File: config.mk
export PLATFORM = sky130hd
export DESIGN_NAME = multi_channel_heartbeat_watchdog_flat
export DESIGN_NICKNAME = d
export VERILOG_FILES = /design/src/design/mchw_pkg.sv /design/src/design/mchw_req_if.sv /design/src/design/mchw_res_if.sv /design/src/design/multi_channel_heartbeat_watchdog.sv /design/src/flat_wrapper.sv
export SDC_FILE = /design/constraint.sdc
export NUM_CORES = 1
export LEC_CHECK = 0
export BUFFER_PORTS_ARGS = -buffer_cell sky130_fd_sc_hd__buf_4
export CAP_MARGIN = 5
export CORE_UTILIZATION = 25
export CTS_CLUSTER_DIAMETER = 100
export DETAILED_ROUTE_END_ITERATION = 12
export MAX_ROUTING_LAYER = met4
export PLACE_DENSITY = 0.47
export SYNTH_ARGS = -nofsm -noshare
export SYNTH_HDL_FRONTEND = slang
export SYNTH_SLANG_ARGS = --single-unit
File: constraint.sdc
create_clock -name clk -period 8.6 [get_ports clk]
set_input_delay 0.43 -clock clk [delete_from_list [all_inputs] [get_ports clk]]
set_output_delay 0.43 -clock clk [all_outputs]
set_load 0.005 [all_outputs]
File: src/design/mchw_pkg.sv
package mchw_pkg;

  // Number of supervised channels and the width of a channel index.
  localparam int CHANNELS = 8;
  localparam int CH_W     = (CHANNELS > 1) ? $clog2(CHANNELS) : 1;

  typedef logic [2:0] req_type_t;
  typedef logic [1:0] action_t;
  typedef logic [1:0] status_t;

  // Request kinds.
  localparam req_type_t REQ_TICK      = 3'd0;
  localparam req_type_t REQ_HEARTBEAT = 3'd1;
  localparam req_type_t REQ_AUDIT     = 3'd2;
  localparam req_type_t REQ_ARM       = 3'd3;
  localparam req_type_t REQ_EXIT      = 3'd4;
  localparam req_type_t REQ_SHUTDOWN  = 3'd5;

  // Result actions.
  localparam action_t ACT_WARN    = 2'd0;
  localparam action_t ACT_KILL    = 2'd1;
  localparam action_t ACT_RESPAWN = 2'd2;
  localparam action_t ACT_DONE    = 2'd3;

  // Channel states.
  localparam status_t ST_DEAD    = 2'd0;
  localparam status_t ST_ALIVE   = 2'd1;
  localparam status_t ST_RESTART = 2'd2;

endpackage

File: src/design/mchw_req_if.sv
interface mchw_req_if;
  logic                  valid;
  logic                  ready;
  mchw_pkg::req_type_t   req_type;
  logic [3:0]            channel;
  logic [15:0]           response_ms;
  logic [15:0]           critical_ms;
  logic                  start_ok;

  modport source (output valid, req_type, channel, response_ms, critical_ms, start_ok,
                  input ready);
  modport sink (input valid, req_type, channel, response_ms, critical_ms, start_ok,
                output ready);
endinterface

File: src/design/mchw_res_if.sv
interface mchw_res_if;
  logic                valid;
  logic                ready;
  mchw_pkg::action_t   action;
  logic [3:0]          channel_res;
  logic                last;

  modport source (output valid, action, channel_res, last, input ready);
  modport sink (input valid, action, channel_res, last, output ready);
endinterface

File: src/design/multi_channel_heartbeat_watchdog.sv
// Tick, heartbeat, arm and exit beats produce no result.
// Audit and shutdown accept the request, visit each channel in turn in the shared
// elapsed-time subtract and compare unit, then issue the done beat; a stalled result
// beat holds the walk at a channel that has a result to emit.
// Synchronous active-high reset clears the millisecond counter, marks every
// channel dead and unarmed and empties the result register.
module multi_channel_heartbeat_watchdog (
  input  logic        clk,
  input  logic        rst,
  mchw_req_if.sink    req,
  mchw_res_if.source  res
);

  localparam logic [1:0] S_IDLE = 2'd0;
  localparam logic [1:0] S_WALK = 2'd1;
  localparam logic [1:0] S_DONE = 2'd2;

  logic [1:0]                      state;
  logic                            shutdown_mode;
  logic [mchw_pkg::CH_W-1:0]       idx;
  logic [31:0]                     now_ms;

  mchw_pkg::status_t               channel_status [mchw_pkg::CHANNELS];
  logic                            channel_armed  [mchw_pkg::CHANNELS];
  logic [31:0]                     last_seen_ms   [mchw_pkg::CHANNELS];
  logic [15:0]                     response_limit [mchw_pkg::CHANNELS];
  logic [15:0]                     critical_limit [mchw_pkg::CHANNELS];

  logic                            out_valid;
  mchw_pkg::action_t               out_action;
  logic [3:0]                      out_channel;
  logic                            out_last;

  logic                            accept;
  logic                            ch_ok;
  logic [mchw_pkg::CH_W-1:0]       ch_idx;
  logic                            out_free;

  logic [31:0]                     elapsed;
  logic                            within_resp;
  logic                            below_crit;
  logic                            walk_emit;
  mchw_pkg::action_t               walk_action;
  mchw_pkg::status_t               walk_status;
  logic                            walk_touch;
  logic                            walk_step;
  logic                            walk_end;

  logic                            load;
  mchw_pkg::action_t               load_action;
  logic [3:0]                      load_channel;
  logic                            load_last;

  // Handshake and address decode.
  assign req.ready = (state == S_IDLE);
  assign accept    = req.valid && req.ready;
  assign ch_ok     = ({1'b0, req.channel} < 5'(mchw_pkg::CHANNELS));
  assign ch_idx    = req.channel[mchw_pkg::CH_W-1:0];
  assign out_free  = !out_valid || res.ready;

  // Shared unit: elapsed time and limit compares for the channel being visited.
  assign elapsed     = now_ms - last_seen_ms[idx];
  assign within_resp = (elapsed <= {16'b0, response_limit[idx]});
  assign below_crit  = (elapsed <  {16'b0, critical_limit[idx]});

  // Decision for the visited channel.
  always_comb begin
    walk_emit   = 1'b0;
    walk_action = mchw_pkg::ACT_KILL;
    walk_status = channel_status[idx];
    walk_touch  = 1'b0;
    if (shutdown_mode) begin
      if (channel_armed[idx] && (channel_status[idx] != mchw_pkg::ST_DEAD)) begin
        walk_emit   = 1'b1;
        walk_status = mchw_pkg::ST_DEAD;
      end
    end else begin
      unique case (channel_status[idx])
        mchw_pkg::ST_RESTART: begin
          walk_emit   = 1'b1;
          walk_action = mchw_pkg::ACT_RESPAWN;
          walk_status = mchw_pkg::ST_ALIVE;
          walk_touch  = 1'b1;
        end
        mchw_pkg::ST_ALIVE: begin
          if (!within_resp) begin
            walk_emit = 1'b1;
            if (below_crit) begin
              walk_action = mchw_pkg::ACT_WARN;
            end else begin
              walk_status = mchw_pkg::ST_DEAD;
            end
          end
        end
        default: begin
        end
      endcase
    end
  end

  assign walk_step = (state == S_WALK) && (!walk_emit || out_free);
  assign walk_end  = (idx == mchw_pkg::CH_W'(mchw_pkg::CHANNELS - 1));

  // Result register load selection.
  always_comb begin
    load         = 1'b0;
    load_action  = mchw_pkg::ACT_DONE;
    load_channel = 4'd0;
    load_last    = 1'b1;
    if (walk_step && walk_emit) begin
      load         = 1'b1;
      load_action  = walk_action;
      load_channel = 4'(idx);
      load_last    = 1'b0;
    end else if ((state == S_DONE) && out_free) begin
      load = 1'b1;
    end
  end

  // Sequencer, control state and status stores.
  always_ff @(posedge clk) begin
    if (rst) begin
      state         <= S_IDLE;
      shutdown_mode <= 1'b0;
      idx           <= '0;
      now_ms        <= '0;
      out_valid     <= 1'b0;
      for (int i = 0; i < mchw_pkg::CHANNELS; i++) begin
        channel_status[i] <= mchw_pkg::ST_DEAD;
        channel_armed[i]  <= 1'b0;
      end
    end else begin
      if (load) begin
        out_valid <= 1'b1;
      end else if (res.ready) begin
        out_valid <= 1'b0;
      end
      unique case (state)
        S_IDLE: begin
          if (accept) begin
            unique case (req.req_type)
              mchw_pkg::REQ_TICK: now_ms <= now_ms + 32'd1;
              mchw_pkg::REQ_AUDIT: begin
                state         <= S_WALK;
                shutdown_mode <= 1'b0;
                idx           <= '0;
              end
              mchw_pkg::REQ_SHUTDOWN: begin
                state         <= S_WALK;
                shutdown_mode <= 1'b1;
                idx           <= '0;
              end
              mchw_pkg::REQ_ARM: begin
                if (ch_ok) begin
                  channel_armed[ch_idx]  <= 1'b1;
                  channel_status[ch_idx] <= req.start_ok ? mchw_pkg::ST_ALIVE
                                                         : mchw_pkg::ST_DEAD;
                end
              end
              mchw_pkg::REQ_EXIT: begin
                if (ch_ok && channel_armed[ch_idx] &&
                    (channel_status[ch_idx] == mchw_pkg::ST_DEAD)) begin
                  channel_status[ch_idx] <= mchw_pkg::ST_RESTART;
                end
              end
              default: begin
              end
            endcase
          end
        end
        S_WALK: begin
          if (walk_step) begin
            channel_status[idx] <= walk_status;
            if (walk_end) begin
              state <= S_DONE;
            end else begin
              idx <= idx + mchw_pkg::CH_W'(1);
            end
          end
        end
        S_DONE: begin
          if (out_free) begin
            state <= S_IDLE;
          end
        end
        default: state <= S_IDLE;
      endcase
    end
  end

  // Timestamp and limit stores and the result payload.
  always_ff @(posedge clk) begin
    if (accept && ch_ok) begin
      if ((req.req_type == mchw_pkg::REQ_HEARTBEAT) ||
          (req.req_type == mchw_pkg::REQ_ARM)) begin
        last_seen_ms[ch_idx] <= now_ms;
      end
      if (req.req_type == mchw_pkg::REQ_ARM) begin
        response_limit[ch_idx] <= req.response_ms;
        critical_limit[ch_idx] <= req.critical_ms;
      end
    end
    if (walk_step && walk_touch) begin
      last_seen_ms[idx] <= now_ms;
    end
    if (load) begin
      out_action  <= load_action;
      out_channel <= load_channel;
      out_last    <= load_last;
    end
  end

  assign res.valid       = out_valid;
  assign res.action      = out_action;
  assign res.channel_res = out_channel;
  assign res.last        = out_last;

endmodule

File: src/flat_wrapper.sv
// flat-port wrapper written by rule: the top's interface ports become plain ports
module multi_channel_heartbeat_watchdog_flat 
  (clk, rst, req_valid, req_req_type, req_channel, req_response_ms, req_critical_ms, req_start_ok, req_ready, res_valid, res_action, res_channel_res, res_last, res_ready);
  mchw_req_if req_i ();
  mchw_res_if res_i ();
  input  logic clk;
  input  logic rst;
  input wire logic [$bits(req_i.valid)-1:0] req_valid;
  input wire logic [$bits(req_i.req_type)-1:0] req_req_type;
  input wire logic [$bits(req_i.channel)-1:0] req_channel;
  input wire logic [$bits(req_i.response_ms)-1:0] req_response_ms;
  input wire logic [$bits(req_i.critical_ms)-1:0] req_critical_ms;
  input wire logic [$bits(req_i.start_ok)-1:0] req_start_ok;
  output wire logic [$bits(req_i.ready)-1:0] req_ready;
  output wire logic [$bits(res_i.valid)-1:0] res_valid;
  output wire logic [$bits(res_i.action)-1:0] res_action;
  output wire logic [$bits(res_i.channel_res)-1:0] res_channel_res;
  output wire logic [$bits(res_i.last)-1:0] res_last;
  input wire logic [$bits(res_i.ready)-1:0] res_ready;
  assign req_i.valid = req_valid;
  assign req_i.req_type = req_req_type;
  assign req_i.channel = req_channel;
  assign req_i.response_ms = req_response_ms;
  assign req_i.critical_ms = req_critical_ms;
  assign req_i.start_ok = req_start_ok;
  assign req_ready = req_i.ready;
  assign res_valid = res_i.valid;
  assign res_action = res_i.action;
  assign res_channel_res = res_i.channel_res;
  assign res_last = res_i.last;
  assign res_i.ready = res_ready;
  multi_channel_heartbeat_watchdog u_core (.clk(clk), .rst(rst), .req(req_i), .res(res_i));
endmodule
# --- Word level (Yosys, flattened, before mapping) ---
# Memories as Yosys holds them, arrays and structs flattened. A register that Yosys moved wholly into a read port is not among the register bits.
# Cells that the tools add are included.
# W data, S select, Z words.
totals:
  ff_bits: 46
  ramBits: 536
  input_bits: 44
  output_inout_bits: 9
  mem_count: 5
op_classes:
  addsub: 3
  magnitude_cmp: 3
  n_eq_ne: 16
  n_mux: 82
  bitwise: 2
  n_reduce_logical: 31
mem_list:
  columns: ["name", "depth", "word_bits", "rd", "rd_clocked_by_memory_dff", "wr", "line", "rtl"]
  rows:
  - ["u_core.last_seen_ms", 8, 32, 1, 1, 1, "multi_channel_heartbeat_watchdog.sv:25", "logic [31:0] last_seen_ms [mchw_pkg::CHANNELS];"]
  - ["u_core.critical_limit", 8, 16, 1, 1, 1, "multi_channel_heartbeat_watchdog.sv:27", "logic [15:0] critical_limit [mchw_pkg::CHANNELS];"]
  - ["u_core.response_limit", 8, 16, 1, 1, 1, "multi_channel_heartbeat_watchdog.sv:26", "logic [15:0] response_limit [mchw_pkg::CHANNELS];"]
  - ["u_core.channel_status", 8, 2, 2, 1, 8, "multi_channel_heartbeat_watchdog.sv:23", "mchw_pkg::status_t channel_status [mchw_pkg::CHANNELS];"]
  - ["u_core.channel_armed", 8, 1, 2, 1, 8, "multi_channel_heartbeat_watchdog.sv:24", "logic channel_armed [mchw_pkg::CHANNELS];"]
ops:
  columns: ["operator", "count"]
  rows:
  - ["$mux W3", 18]
  - ["$mux W1", 43]
  - ["$add A32 B1 Y32 const B", 1]
  - ["$le A32 B16 Y1", 1]
  - ["$lt A32 B16 Y1", 1]
  - ["$mux W32", 1]
  - ["$reduce_or A32 Y1", 1]
  - ["$sub A32 B32 Y32", 1]
  - ["$mux W2", 14]
  - ["$reduce_and A5 Y1", 2]
  - ["$eq A3 B3 Y1 const B", 3]
  - ["$logic_and A1 B1 Y1", 9]
  - ["$pmux W2 S2", 2]
  - ["$reduce_bool A2 Y1", 4]
  - ["$reduce_or A2 Y1", 4]
  - ["$eq A3 B2 Y1 const B", 2]
  - ["$ne A2 B1 Y1 const B", 3]
  - ["$ne A2 B2 Y1 const B", 3]
  - ["$pmux W2 S3", 1]
  - ["$pmux W3 S2", 1]
  - ["$reduce_and A3 Y1", 2]
  - ["$eq A2 B1 Y1 const B", 2]
  - ["$eq A2 B2 Y1 const B", 2]
  - ["$logic_not A2 Y1", 2]
  - ["other kinds (10)", 14]

# --- Logic depth before layout (Yosys ltp) ---
logic_depth:
  ltp_word: 14
  ltp_mapped: 25
  mapped_depth_nobuf: 20

# --- Worst setup path before layout ---
# No wires, ideal clock.
synth_path:
  path_type: "flip-flop to flip-flop"
  startpoint: "reg (tool-made name)"
  endpoint: "mem u_core.channel_status[1][0] (netlist name), enable pin"
  t_arrival_ps: 5944
  required_time_ps: 8299
  slack_ps: 2355
  stages_incl_launch_ff: 26
  n_path_buf: 6
  cell_sequence: "dfxtp_1 -> buf_2 -> buf_1 -> buf_1 -> buf_1 -> mux4_2 -> mux2i_1 -> ha_1 -> clkbuf_1 -> a21oi_1 -> a21boi_1 -> nand2_1 -> o21ai_0 -> xnor2_1 -> ha_1 -> a21o_1 -> a21o_1 -> a21oi_1 -> o31ai_1 -> a31oi_1 -> a21oi_1 -> a211o_1 -> o31ai_2 -> buf_2 -> nand4_1 -> nand3b_1"
synth_rtl:
  columns: ["item", "line"]
  rows:
  - ["end, declared", "multi_channel_heartbeat_watchdog.sv:23"]

==> reports/results.tsv <==
metric	value	unit
slowest CP cell	dfxtp_4	
TritonCTS buffer count	68	
Max Cap Viol	0	
Hold Startpoint	req_critical_ms[8]	
CTS clk-pin slew, worst paths	60	ps
Crit path arrival time	7550	ps
PD cells	200.0	nW/um^2
CTS sink count	584	
# setup viols final	0	
worst r2r path cells	19	
layout cells sized above 1	20.13	%
reg2reg setup slack	1460	ps
Crit. End Element	flop	
Die Y	323.1	microns
global-route wire length before repair	96400	microns
post-CTS setup buffer count	0	
Clk Tree Root Cell	clkbuf_16	
RSZ-0062 raised after global routing	false	
minimum clock period	7142	ps
post-DP HPWL	39030	microns
Worst-Skew Late Latency	610	ps
worst-path cell chain	mux4_2 -> mux2_2 -> ha_1 -> fa_1 -> nand2b_1 -> a21o_1 -> a21oi_1 -> o31ai_1 -> xnor2_1 -> ha_1 -> a21o_1 -> a21oi_1 -> o31ai_1 -> a31oi_1 -> a21oi_1 -> a211o_1 -> o31ai_2 -> a22oi_1 -> a211oi_1	
commonest non-fill, non-tap cell in the layout	edfxtp_1	
Area Overhead vs Synth	17.03	%
Post-DP Area	27950	sq um
crit-path max cell delay	1120	ps
post-route ant nets	0	
register area share after synthesis	66.09	%
grt met2 use	21.28	%
cells after synthesis	1593	
Slew headroom	21.03	%
Pleak	10.05	nW
Synth Flop Type	edfxtp_1	
reg-to-reg endpoint	u_core.channel_status[1][0]	
Cells on Worst Hold Path	1	
Period Utilization, post-route	83.04	%
GR Util met3	2.110	%
htree depth	3	
post-route setup TNS	0	ps
Hold-fix buffers, CTS	0	
Starting Density	25.26	%
I/O pins	53	
worst min path class	in2reg	
Syn Nets	1709	
final hold vios	0	
crit path launch type	flop	
via count	14410	
#FFs+latches synth	584	
critical path class	reg2reg	
port bufs	51	
global-route usage over all layers	12.73	%
post-route cell area	30170	sq um
die area	104400	sq um
WHS Endpoint	u_core.critical_limit[0][8]	
Post-Route WL	63900	microns
CTS tree	done	
status	complete, no violations	
yosys warns	0	
wire per inst	20.69	microns
number of flops mapped to enable cells by yosys	534	
drt drc	0	
number of iterations in the first detailed-routing pass	5	
Avg Vias per Cell	4.666	
Core ar.	102000	sq um
most used cell, CP	a21oi_1	
initial antenna violation count	1	
gr busiest metal	met2	
Final nets	1780	
Synth async-reset ratio	0	%
Syn Area/Cell	16.18	sq um
number of global-route vias before repair	15050	
initial DRC count	1097	
GRT met1 Usage	15.92	%
Cell variety after synth	70	
VDD IR max	158.8	uV
Die X	323.1	microns
Clock Tree Buf Depth	3	
most frequent cells in the layout	534 x edfxtp_1, 136 x mux4_2, 92 x nor2_1, 91 x nand2_1, 76 x buf_4	
crit path max fanout	68	
Max Fclk	140.0	MHz
Mapped Area	25780	sq um
worst-margin pin slew	1185	ps
Final Slew Violations	0	
Worst Path Required	9010	ps
row count	117	
GPL Wtd Cong	0.8789	
GRT overflow	0	
post-cts repair resize count	0	
worst setup skew after layout	32.97	ps
largest net degree at the start of global routing	69	
[cells by family after synthesis]
logic type | count (synthesis) | synth area share (%)
flip-flops | 584 | 66.09
AND/OR/NAND/NOR | 363 | 6.980
AO/OA/AOI/OAI | 224 | 5.689
multiplexers | 210 | 14.78
buffers and inverters | 97 | 1.500
adder cells (fa/ha/maj) | 72 | 3.524
XOR/XNOR | 42 | 1.427
other | 1 | 0.01455
[Yosys cell counts (18+ instances only)]
cell | instances | area share (%)
nor2_1 | 100 | 1.5
ha_1 | 71 | 3.4
nand3_1 | 29 | 0.56
buf_1 | 19 | 0.28
nand2_1 | 91 | 1.3
clkbuf_1 | 46 | 0.67
a21o_1 | 18 | 0.52
edfxtp_1 | 534 | 62
a21oi_1 | 65 | 1.3
o21ai_0 | 37 | 0.72
nand4_1 | 27 | 0.66
xor2_1 | 25 | 0.85
mux4_2 | 136 | 12
inv_1 | 21 | 0.31
mux2i_1 | 69 | 2.7
dfxtp_1 | 50 | 3.9
[worst max path at each step]
stage / from / end / slack [ps] / depth (start not counted)
after floorplan: flop / u_core.channel_status[1][0] / 2360 / 25
final: flop / u_core.channel_status[1][0] / 1460 / 19
after CTS: flop / u_core.channel_status[1][0] / 1420 / 20
after global placement: flop / u_core.channel_status[7][0] / 1640 / 19
after detailed placement: flop / u_core.channel_status[1][0] / 1430 / 20
after global routing: flop / u_core.channel_status[1][0] / 920 / 14
[state kept, by name, summed over array words and instances, names as in the netlist, named ones only]
register	count
u_core.res.action	2
u_core.state	2
u_core.now_ms	32
u_core.channel_status	16
u_core.res.channel_res	3
u_core.res.valid	1
u_core.channel_armed	8
u_core.last_seen_ms	256
u_core.res.last	1
u_core.critical_limit	128
u_core.idx	3
u_core.shutdown_mode	1
u_core.response_limit	128
[per-layer routing]
metal  vias up  part of all wire, %
li1       6525                    -
met1      7515                   44
met2       280                   50
met3        88                  3.8
met4         0                  2.1
met5         -                    0
[cell type report]
type,count,area (sq um)
diodes,1,2.502
clock buffers,89,1842
clock inverters,36,377.9
fillers,10130,71870
inverters,21,78.83
multi-input cells,912,8517
flip-flops and latches,584,17050
well taps,1368,1712
repair buffers,77,590.6
[metrics by stage]
step	hold slack (ps)	worst slack, ps	total power [mW]	cells	util (%)
2_1_floorplan	452.3	2355	3.221	1593	-
3_3_place_gp	477.4	1641	3.280	2962	27.39
3_5_place_dp	490.8	1432	3.284	2962	27.39
4_1_cts	0.1977	1425	6.111	3087	29.56
5_1_grt	16.30	922.0	6.228	3088	29.57
6_report	41.58	1458	6.033	3088	29.57
[worst max-delay path, delay by kind of cell (launching register included)]
family,cells,cell delay [ps]
AOI/OAI and AO/OA,12,3640
DFF,1,1120
adders and majority gates,3,900
muxes,2,720
xor gates and xnor gates,1,280
and+or+nand+nor,1,220
[where the power goes]
group / switching (mW) / internal, mW
sequential: 0.00789 / 3.08
combinational: 0.0800 / 0.0506
clock: 1.18 / 1.63
Note: power is estimated with default switching activity, not from simulation.
